[src/bblur_ram.sv]
// ----------------------------------------------------------------------------
// bblur_ram
// Simple dual-port RAM, one write and one read port, registered read data.
// A read and a write to the same address in one cycle return the old data.
// ----------------------------------------------------------------------------
module bblur_ram #(
  parameter  int WIDTH = 8,
  parameter  int DEPTH = 16,
  localparam int AW    = (DEPTH > 1) ? $clog2(DEPTH) : 1
) (
  input  logic             clk,
  input  logic             we,
  input  logic [AW-1:0]    waddr,
  input  logic [WIDTH-1:0] wdata,
  input  logic             re,
  input  logic [AW-1:0]    raddr,
  output logic [WIDTH-1:0] rdata
);

  logic [WIDTH-1:0] mem [DEPTH];
  logic [WIDTH-1:0] rdata_r;

  // Read-first storage
  always_ff @(posedge clk) begin
    if (we) begin
      mem[waddr] <= wdata;
    end
    if (re) begin
      rdata_r <= mem[raddr];
    end
  end

  assign rdata = rdata_r;

endmodule

[config.mk]
export PLATFORM = sky130hd
export DESIGN_NAME = bblur_ram
export DESIGN_NICKNAME = d
export VERILOG_FILES = /design/src/bblur_ram.sv
export SDC_FILE = /design/constraint.sdc
export NUM_CORES = 1
export LEC_CHECK = 0
export BUFFER_PORTS_ARGS = -buffer_cell sky130_fd_sc_hd__buf_2
export CELL_PAD_IN_SITES_DETAIL_PLACEMENT = 0
export CELL_PAD_IN_SITES_GLOBAL_PLACEMENT = 1
export CORE_MARGIN = 1.5
export CORE_UTILIZATION = 23
export CTS_CLUSTER_SIZE = 25
export DETAILED_ROUTE_END_ITERATION = 10
export PLACE_DENSITY = 0.45
export SLEW_MARGIN = 30
export SYNTH_ARGS = -nofsm -noshare
export SYNTH_HDL_FRONTEND = slang
export SYNTH_SLANG_ARGS = --single-unit
export TNS_END_PERCENT = 20
[constraint.sdc]
create_clock -name clk -period 1.75 [get_ports clk]
set_input_delay 0.0875 -clock clk [delete_from_list [all_inputs] [get_ports clk]]
set_output_delay 0.0875 -clock clk [all_outputs]
set_load 0.02 [all_outputs]
==> impl_results.md <==
* Reg2Reg Depth at 3
* Finished Layout Cells at 575
* Int Pwr at 5.695 mW
* Most frequent cells in the layout: edfxtp_1, buf_2, mux4_2, buf_4, clkbuf_16
* Die Height at 153.8 um
* Vias in the first global route at 2595
* Netlist cell types at 18
* Initial antenna violation count at 0
* CP max FO at 1
* Initial Util at 23.66%
* Met1 Track Usage GR at 13.70%
* CTS max path bufs at 2
* Grt total ovfl at 0
* Arrival time worst endpoint at 1.67 ns
* Final setup fails at 0
* Commonest non-fill, non-tap cell in the layout: edfxtp_1
* DP HPWL at 7.286 mm
* Share of cells above drive strength 1 at between 20% and 30%
* Gpl congestion at 0.6586
* Sequential Power Share at 52.1%
* Hold path start: re
* Crit Path Class: flop to flop
* Pre-antenna DRT Iters at 4
* Vias at approximately 2500
* Clock Latency Late Sink at 0.41 ns
* Max-Cap Viols at 0
* Crit. End Element: flop
* Power density over the cells at about 1100 nW/um^2
* Postcts setup bufs at 0
* Layout fillers at 2132
* # port buffers at 26
* Area grow syn2layout at 21.45%
* #FFs+latches synth at 136
* Setup Skew at around 0.0065 ns
* Yosys Warn Count at 0
* Slowest CP cell: mux4_2
* N_diodes at 0
* Worst setup SP type: flop
* Wire per inst at 19.72 um
* Post-route DRC violation count at 0
* Mapped Area at 5228 um^2
* Combinational cell fraction of total power at about 5.3%
* WP buf/inv at 0
* Number of nets in the layout at 306
* Worst reg2reg path endpoint: rdata[6]
* Required @ worst endpoint at roughly 1.9 ns
* Leak at 2.095 nW
* Die X-Extent at 153.8 um
* Minimum clock period at 1.537 ns
* First-pass GRT wire length at approximately 17 mm
* Worst slew pin tran at approximately 0.47 ns
* Peak VDD IR at between 0.5 and 0.6 mV
* Total net switching power at 1.399 mW
* Routed WL at 11.34 mm
* Hold crit path type: input port to flop
* Io pins at 27
* Final hold vios at 0
* CTS tree: yes
* Final worst path period share at 87.85%
* Num Clock Sinks at 136
* CTS Buf Count at 17
* Max Freq at 650.4 MHz
* Hold endpoint: rdata[2]
* R2r setup slk at 0.21 ns
* Syn Nets at 248
* Sw frac at 19.72%
* Core region area at 22090 um^2
* Vias per cell at ~4.3
* H-tree depth at 4
* Num rows at 54
* GR Util All Layers at 10.25%
* Total power draw at a little over 7 mW
* Post-CTS resize count at 0
* Post-Syn Instances at 229
* Post-synthesis sequential area ratio at 78.12%
* Setup TNS at 0 ns
* M2 GR Usage at 15.54%
* RSZ-0062 raised after global routing: no
* Placed Cells at between 500 and 600
* Mapped Avg Cell Area at about 23 um^2
* FF-to-FF Start: mem[10][6]
* Hold Path Cell Cnt at 1
* CP cell instances: mux4_2 > a22oi_1 > nand2_1
* Pin count of the biggest net entering global routing at 33
* Die area at 23640 um^2
* Routed Antenna Nets at 0
* Clk root buf: clkbuf_16
* CP delay by family, top: multiplexers
* DRT iter0 DRCs at 142
* Pins Over Slew Limit at 0
* Outcome: complete, no violations
* Hold_buf cts at 0
* Critical Path Max Stage Delay at slightly below 0.5 ns
* GR peak layer: met2
* Clock-pin slew on the worst setup and hold paths at 0.05 ns
* Met3 usage at under 10%
* Clock power share at 42.6%
* Slew HR at between 60% and 70%
* CP startpoint: mem[10][6]
-- state kept, by name, summed over array words and instances (netlist names) --
name,flops
mem,128
rdata,8
-- Yosys cell counts --
cell             count  area (um^2)
edfxtp_1           136         4084
mux4_2              18        405.4
a22oi_1             16        120.1
mux4_1              14        367.9
nor2_1              13        48.80
nand2_1              9        33.78
nor3_1               4        20.02
buf_2                3        15.01
buf_6                3        33.78
clkdlybuf4s25_2      3        30.03
nand2b_1             2        12.51
nand3b_1             2        15.01
and2_1               1        6.260
and2b_1              1        7.510
buf_4                1        7.510
nand3_1              1        5.000
nor2b_1              1        6.260
or3b_2               1        8.760
-- worst max-delay path by stage --
stage                endpoint  slack (ns)  depth (start not counted)
finish               rdata[6]        0.21                          3
global route         rdata[6]        0.16                          3
CTS                  rdata[6]        0.21                          3
detailed placement   rdata[5]        0.03                          5
global placement     rdata[5]        0.03                          5
floorplan           mem[0][0]        0.17                          2
-- layer usage --
| layer | vias up | wire (um) |
|---|---|---|
| met1 | 1296 | 5480 |
| met5 | - | 0 |
| met2 | 50 | 5278 |
| li1 | 1095 | - |
| met4 | 0 | 147 |
| met3 | 14 | 430 |
-- final cells by class --
class	count	area (um^2)	share of cell area, %
Sequential cell	136	4084	64.33
Timing Repair Buffer	49	365.4	5.755
Multi-Input combinational cell	83	1057	16.65
Tap cell	280	350.3	5.518
Clock buffer	17	425.4	6.701
Clock inverter	10	66.31	1.045
-- logic make-up after synthesis --
| group | after synthesis | share of synthesized area, % |
|---|---|---|
| AND/OR/NAND/NOR | 35 | 3.136 |
| multiplexers | 32 | 14.79 |
| AO/OA/AOI/OAI | 16 | 2.298 |
| buffers and inverters | 10 | 1.651 |
| flip-flops | 136 | 78.12 |
-- power groups by stage --
stage	Clock, mW	Combinational [mW]	Sequential (mW)
3_3_place_gp	0	0.384	3.76
6_report	3.02	0.378	3.69
3_5_place_dp	0	0.388	3.76
5_1_grt	3.23	0.412	3.70
4_1_cts	3.09	0.389	3.70
2_1_floorplan	0	0.185	3.77
-- stage by stage --
stage / worst slack [ns] / hold WS [ns] / utilization, % / cell area, um^2
floorplan: 0.1696 / 0.1864 / - / 5228
global placement: 0.03347 / 0.4776 / 26.51 / 5857
detailed placement: 0.03426 / 0.4797 / 26.51 / 5857
CTS: 0.2133 / 0.04410 / 28.73 / 6349
global route: 0.1588 / 0.04760 / 28.73 / 6349
finish: 0.2126 / 0.05161 / 28.73 / 6349
-- worst reg2reg max path, cell delays in order (launching register included) --
cell and delay (ns):
edfxtp_1 0.38, mux4_2 0.49, a22oi_1 0.24, nand2_1 0.15
No activity file was read; power rests on OpenSTA's default activity.
