**src/bblur_pkg.sv**
```systemverilog
// ----------------------------------------------------------------------------
// bblur_pkg
// Shared constants for the box blur block: field widths, register indexes,
// operation codes and parameter defaults.
// ----------------------------------------------------------------------------
package bblur_pkg;

  // Payload widths
  localparam int PIX_W     = 8;
  localparam int CFG_W     = 11;
  localparam int CFG_IDX_W = 2;

  // Parameter defaults
  localparam int WINDOW_DEF      = 15;
  localparam int MAX_COLUMNS_DEF = 1024;

  // Row count saturates here; column count resets to this (clipped to MAX_COLUMNS)
  localparam int ROW_LIMIT   = 1024;
  localparam int COLS_RESET  = 1024;

  // Configuration register indexes
  localparam logic [CFG_IDX_W-1:0] REG_IMAGE_COLUMNS = 2'd0;
  localparam logic [CFG_IDX_W-1:0] REG_IMAGE_ROWS    = 2'd1;

  // Input operation codes
  localparam logic OP_PIXEL = 1'b0;

endpackage

```
**src/bblur_div.sv**
```systemverilog
// ----------------------------------------------------------------------------
// bblur_div
// Divides the window sum by WINDOW*WINDOW with a reciprocal multiply.
// One register stage; the quotient is a bit slice of the product.
// ----------------------------------------------------------------------------
module bblur_div #(
  parameter  int WINDOW = bblur_pkg::WINDOW_DEF,
  localparam int PIX_MAX = (1 << bblur_pkg::PIX_W) - 1,
  localparam int DIVISOR = WINDOW * WINDOW,
  localparam int SUM_W   = $clog2(DIVISOR * PIX_MAX + 1)
) (
  input  logic                        clk,
  input  logic                        en,
  input  logic [SUM_W-1:0]            sum,
  output logic [bblur_pkg::PIX_W-1:0] quot
);

  // With SHIFT = SUM_W + clog2(DIVISOR) the rounded-up reciprocal is exact
  // for every sum below 2**SUM_W.
  localparam int          SHIFT  = SUM_W + $clog2(DIVISOR);
  localparam longint      RECIP  = ((64'd1 << SHIFT) + 64'(DIVISOR) - 64'd1) / 64'(DIVISOR);
  localparam int          REC_W  = $clog2(RECIP + 1);
  localparam int          PROD_W = SUM_W + REC_W;

  logic [REC_W-1:0]  recip;
  logic [PROD_W-1:0] prod_r;

  assign recip = REC_W'(RECIP);

  // Product register
  always_ff @(posedge clk) begin
    if (en) begin
      prod_r <= PROD_W'(sum) * PROD_W'(recip);
    end
  end

  assign quot = prod_r[SHIFT +: bblur_pkg::PIX_W];

endmodule

```
**config.mk**
```make
export PLATFORM = sky130hd
export DESIGN_NAME = bblur_div
export DESIGN_NICKNAME = d
export VERILOG_FILES = /design/src/bblur_pkg.sv /design/src/bblur_div.sv
export SDC_FILE = /design/constraint.sdc
export NUM_CORES = 1
export LEC_CHECK = 0
export BUFFER_PORTS_ARGS = -buffer_cell sky130_fd_sc_hd__buf_2
export CORE_MARGIN = 2
export CORE_UTILIZATION = 60
export DETAILED_ROUTE_END_ITERATION = 8
export PLACE_DENSITY = 0.87
export SETUP_SLACK_MARGIN = 0.4
export SLEW_MARGIN = 15
export SYNTH_ARGS = -nofsm -noshare
export SYNTH_HDL_FRONTEND = slang
export SYNTH_SLANG_ARGS = --single-unit
```
**constraint.sdc**
```tcl
create_clock -name clk -period 7.3 [get_ports clk]
set_input_delay 0.73 -clock clk [delete_from_list [all_inputs] [get_ports clk]]
set_output_delay 0.73 -clock clk [all_outputs]
set_load 0.01 [all_outputs]
```
==> results of run 1 <==
[final cells by class]
type	instances	area (µm²)	share of cell area
Sequential cell	8	240	0.0552
Clock buffer	3	41.3	0.00949
Tap cell	80	100	0.0230
Timing Repair Buffer	25	125	0.0288
Multi-Input combinational cell	298	3520	0.808
Inverter	87	327	0.0751
[stage by stage]
step	hold WS, ps	power (mW)	cells
floorplan	842	0.987	393
global placement	1070	1.20	498
detailed placement	1090	1.26	498
CTS	857	1.32	501
global route	855	1.49	501
finish	860	1.31	501
[layer usage]
layer	part of all wire	up-vias
met3	0.047	17
met5	0	-
met1	0.41	1448
met2	0.52	82
met4	0.019	0
li1	-	1406
[cell usage in the layout (no fill, tap or decap), types with 2 or more instances in the layout]
cell type  synthesis  layout
a21oi_1           15      15
edfxtp_1           8       8
nand3_1            4       4
inv_1             87      87
o21ai_0            5       5
ha_1             144     144
clkbuf_8           0       3
xnor2_1            5       5
nand2_1           18      18
nor2b_1            2       2
nor2_1             8       8
a21o_1             4       4
xor2_1             3       3
a311oi_1           3       3
nand4_1            6       6
buf_2              0      25
fa_1              51      51
[cells by family (layout without fill, tap and decap cells)]
group           Yosys count  in the layout  share of synthesized area
mux                       1              1                    0.00276
simple gates             51             51                     0.0699
xor+xnor                  8              8                     0.0172
compound gates           43             43                     0.0803
flops                     8              8                     0.0588
fa+ha+maj               195            195                      0.691
buf+inv                  87            115                     0.0800
[where the power goes]
part	switching (mW)	leakage, nW	internal [mW]	total, mW
sequential	0.00432	0.0779	0.0872	0.0915
clock	0.0164	0.0216	0.0356	0.0521
combinational	0.694	2.40	0.470	1.16
total	0.715	2.50	0.593	1.31
[critical path: stages]
cell and delay (ps):
buf_2 220, ha_1 280, ha_1 270, inv_1 40, fa_1 470, inv_1 50, fa_1 510, fa_1 550
inv_1 60, fa_1 530, inv_1 50, ha_1 340, nand4_4 130, nor4_1 430, o311ai_1 230, nand3b_1 150
o221ai_1 130, xnor2_1 150
[path summary, 6_finish.rpt]
path | startpoint | end | cells after the start
min | en | prod_r[26] | 1
max | sum[9] | prod_r[28] | 18
==> results.json, run 1 <==
{
  "synthArstFlopShare": 0,
  "cts_tree": "yes",
  "regMostFlops": "prod_r",
  "hpwl_mm": 7.60,
  "ys_ff_latch": 8,
  "grt_max_degree": 9,
  "seq_area_frac_synth": 0.0588,
  "period_needed_ps": 5370,
  "grt_pass1_wl_mm": 14.5,
  "rsz0062_at_grt": "false",
  "drt_iter0_markers": 141,
  "ys.flop_type": "edfxtp_1",
  "fin_nets": 636,
  "via_count": 2953,
  "syn-num-nets": 606,
  "worstPathMaxFanout": 7,
  "status": "finished clean",
  "final_cell_area_mm2": 0.00435,
  "cts_setup_buffers": 0,
  "num_rows": 30,
  "yosysMostFrequentCell": "ha_1",
  "fmax_mhz": 186,
  "cts_resized": 0,
  "maxSlewViolCount": 0,
  "die_area_mm2": 0.00748,
  "synth_edf_count": 8,
  "synth_top_area_frac": 0.441,
  "start_util": 0.611,
  "syn-cell-area_mm2": 0.00408,
  "placed_area_mm2": 0.00431,
  "period_share": 0.735,
  "place_ws_ps": 1710,
  "yosys_warnings": 0,
  "drc": 0,
  "endpoint_kind": "flip-flop",
  "synth_area_leader_cell": "ha_1",
  "maxSlewHeadroom": 0.696,
  "portBuffers": 25,
  "critPathKind": "primary input to flip-flop",
  "finalWirelength_mm": 8.44,
  "worst_slack_ps": 1930,
  "clock-root-buffer": "clkbuf_8",
  "p_leak_nw": 2.50,
  "path_clk_slew_ps": 40,
  "drive_gt1_frac": 0.0903,
  "grt_pass1_vias": 3180,
  "viasPerCell": 5.89,
  "ant_nets": 0,
  "num-fill-cells": 535,
  "arrival_ps": 5330,
  "top_level_ports": 26,
  "maxCapViolCount": 0,
  "use_met3": 0.0276,
  "grt-busiest-layer": "met2",
  "die_y_um": 86.5,
  "hold_viol_final": 0,
  "overflow": 0,
  "die_x_um": 86.5,
  "synth_area_leaders": "ha_1 44%, fa_1 25%, inv_1 8.0%",
  "vdd_drop_max_mv": 0.134,
  "worst_pin_slew_ps": 453,
  "grtUsageMet1": 0.315,
  "cts-htree-levels": 1,
  "largest_reg_flops": 8,
  "avgSynthCellArea_um2": 10.4,
  "cts_buffer_depth": 2,
  "antenna_found_initial": 0,
  "first_pass_iters": 4,
  "groute.usage.overall": 0.247,
  "cp-start-kind": "primary input",
  "reg_top3": "prod_r: 8 flops",
  "diodes": 0,
  "hold_path_class": "primary input to flip-flop",
  "design.core.area_mm2": 0.00668,
  "synthDistinctLibCells": 45,
  "area_delta_synth_final_pct": 6.53,
  "cp.required_ps": 7270,
  "use_met2": 0.452,
  "cts_buffers": 3,
  "setup_tns_ps": 0,
  "ctsHoldBuffers": 0,
  "wl_per_cell_um": 16.9,
  "clock_sinks": 8,
  "synth_common_cells": "144 x ha_1, 87 x inv_1, 51 x fa_1, 18 x nand2_1, 15 x a21oi_1",
  "finalSetupViolations": 0,
  "postLayoutCoreUtil": 0.651,
  "syn_inst": 393,
  "powerDensity_mw_per_mm2": 301,
  "place_congestion": 0.922
}
Power figures use the tool's default switching activity.
==> inputs of run 2 (changes only) <==
--- a/config.mk
+++ b/config.mk
@@ -7,9 +7,9 @@
 export LEC_CHECK = 0
 export BUFFER_PORTS_ARGS = -buffer_cell sky130_fd_sc_hd__buf_2
 export CORE_MARGIN = 2
-export CORE_UTILIZATION = 60
+export CORE_UTILIZATION = 58
 export DETAILED_ROUTE_END_ITERATION = 8
-export PLACE_DENSITY = 0.87
+export PLACE_DENSITY = 0.88
 export SETUP_SLACK_MARGIN = 0.4
 export SLEW_MARGIN = 15
 export SYNTH_ARGS = -nofsm -noshare
==> constraint.sdc (replaced) <==
create_clock -name clk -period 4.5 [get_ports clk]
set_input_delay 0.45 -clock clk [delete_from_list [all_inputs] [get_ports clk]]
set_output_delay 0.45 -clock clk [all_outputs]
set_load 0.01 [all_outputs]
==> run 2 against run 1 <==
Effect of this change: clock power up 67%; worst hold slack got worse by 290 ps; routed wire length increased by 30%; flip-flop and latch count did not move; clock-buffer cell count is the same; worst setup slack got worse by 2000 ps; power increased to 2.6 times the previous value; cell count up 15%; utilization is 13 points higher; first-iteration DRC count increased by 21%; the run now ends with setup timing left; combinational power increased to 2.8 times the previous value.
==> results.json, run 2 (synthesized netlist as in run 1, its figures left out) <==
{
  "highest-signal-layer": "met4",
  "clock-root-buffer": "clkbuf_8",
  "cts_buffer_depth": 2,
  "worstHoldEndpoint": "prod_r[25]",
  "fin_cells": 577,
  "wl_per_cell_um": 19.0,
  "mostFrequentLayoutCells": "115 x ha_1, 79 x inv_1, 59 x buf_4",
  "arrival_ps": 4510,
  "reg_top3": "prod_r: 8 flops",
  "drt_iter0_markers": 171,
  "worst_slack_ps": -59.8,
  "vdd_drop_max_mv": 0.434,
  "p_seq_frac": 0.043,
  "p_leak_nw": 2.81,
  "num-fill-cells": 379,
  "cts_buffers": 3,
  "violations": "setup timing",
  "worst_pin_slew_ps": 488,
  "diodes": 0,
  "period_needed_ps": 4560,
  "finalSetupViolations": 4,
  "hpwl_mm": 8.78,
  "area_delta_synth_final_pct": 30.5,
  "setup_tns_ps": -137,
  "drc": 0,
  "first_pass_iters": 5,
  "hold_path_class": "primary input to flip-flop",
  "die_x_um": 87.9,
  "design.core.area_mm2": 0.00679,
  "largest_reg_flops": 8,
  "start_util": 0.601,
  "grt_max_degree": 9,
  "drive_gt1_frac": 0.318,
  "wl_met1_mm": 4.13,
  "p_sw_mw": 1.70,
  "fin_nets": 696,
  "path_clk_slew_ps": 40,
  "portBuffers": 25,
  "power_frac_comb": 0.932,
  "hold_viol_final": 0,
  "grt_pass1_wl_mm": 17.0,
  "die_y_um": 87.9,
  "cp.required_ps": 4450,
  "cts-htree-levels": 1,
  "maxCapViolCount": 0,
  "clock_sinks": 8,
  "maxSlewViolCount": 0,
  "ant_nets": 0,
  "mostFrequentLayoutCell": "ha_1",
  "viasPerCell": 5.81,
  "period_share": 1.01,
  "rsz0062_at_grt": "true",
  "via_count": 3350,
  "dr_wl_met2_mm": 5.82,
  "cts_tree": "yes",
  "cp-start-kind": "primary input",
  "die_area_mm2": 0.00773,
  "num_rows": 30,
  "worstPathMaxFanout": 4,
  "postLayoutCoreUtil": 0.785,
  "finalWirelength_mm": 10.9,
  "maxSlewHeadroom": 0.675,
  "place_inst": 569,
  "grt_pass1_vias": 3681,
  "ctsHoldBuffers": 0,
  "dr_wl_met3_um": 535,
  "p_sw_frac": 0.493,
  "internal-power_mw": 1.75,
  "groute.usage.overall": 0.289,
  "endpoint_kind": "flip-flop",
  "regMostFlops": "prod_r",
  "fmax_mhz": 219,
  "place_congestion": 0.892,
  "antenna_found_initial": 0,
  "whs_path_depth": 1,
  "p_clk_frac": 0.025,
  "critPathKind": "primary input to flip-flop",
  "overflow": 0,
  "top_level_ports": 26,
  "powerDensity_mw_per_mm2": 646,
  "status": "finished, violations left",
  "hold_start": "en"
}
run 2: area by class of cell:
cell class | instances | area, µm² | area share
clock buffer | 3 | 41.3 | 0.00774
inverter | 87 | 327 | 0.0613
multi-input combinational | 298 | 3950 | 0.740
sequential | 8 | 240 | 0.0451
tap | 96 | 120 | 0.0225
timing repair buffer | 85 | 657 | 0.123
run 2: routing by layer:
layer	vias up	GRT usage
li1	1528	-
met1	1650	0.329
met2	129	0.552
met3	43	0.0368
met4	0	0.0951
met5	-	0
run 2: how the worst max path moves through the flow:
stage	end	depth (start not counted)	start	slack, ps
2_1_floorplan	prod_r[29]	17	sum[8]	10
3_3_place_gp	prod_r[29]	18	sum[8]	-260
3_5_place_dp	prod_r[28]	18	sum[6]	-420
4_1_cts	prod_r[30]	18	sum[8]	-30
5_1_grt	prod_r[31]	19	sum[8]	-160
6_report	prod_r[31]	19	sum[8]	-60
run 2: power by group through the flow:
stage	combinational [mW]	sequential [mW]	clock, mW
after floorplan	1.63	0.170	0
after global placement	2.41	0.149	0
after detailed placement	2.57	0.149	0
after CTS	2.88	0.148	0.0885
after global routing	3.47	0.151	0.0918
final	3.21	0.148	0.0869
run 2: critical path: stages:
cell and delay, ps:
buf_8 110, ha_4 240, ha_4 260, inv_2 30, fa_1 490, inv_1 50
fa_1 460, fa_1 520, inv_2 40, fa_1 500, inv_2 50, ha_4 280
nand4_4 140, nor2_4 150, nand3_4 100, o41ai_4 200, buf_4 200, o2111a_1 180
a311oi_1 50
run 2: repair_timing:
| action | 4_1_cts | 5_1_grt |
|---|---|---|
| endpoints found under the hold margin | 0 | 0 |
| pin swaps | 33 | 21 |
| setup buffers | 2 | 3 |
| setup endpoints to repair | 8 | 8 |
| resized for setup | 43 | 22 |
run 2: stage by stage:
stage / instance area, µm² / hold slack (ps) / setup slack (ps) / power, mW
finish: 5330 / 570 / -59.8 / 3.45
global route: 5330 / 572 / -160 / 3.72
CTS: 5200 / 565 / -28.6 / 3.12
detailed placement: 4890 / 803 / -417 / 2.71
global placement: 4890 / 791 / -264 / 2.56
floorplan: 4220 / 562 / 12.5 / 1.80
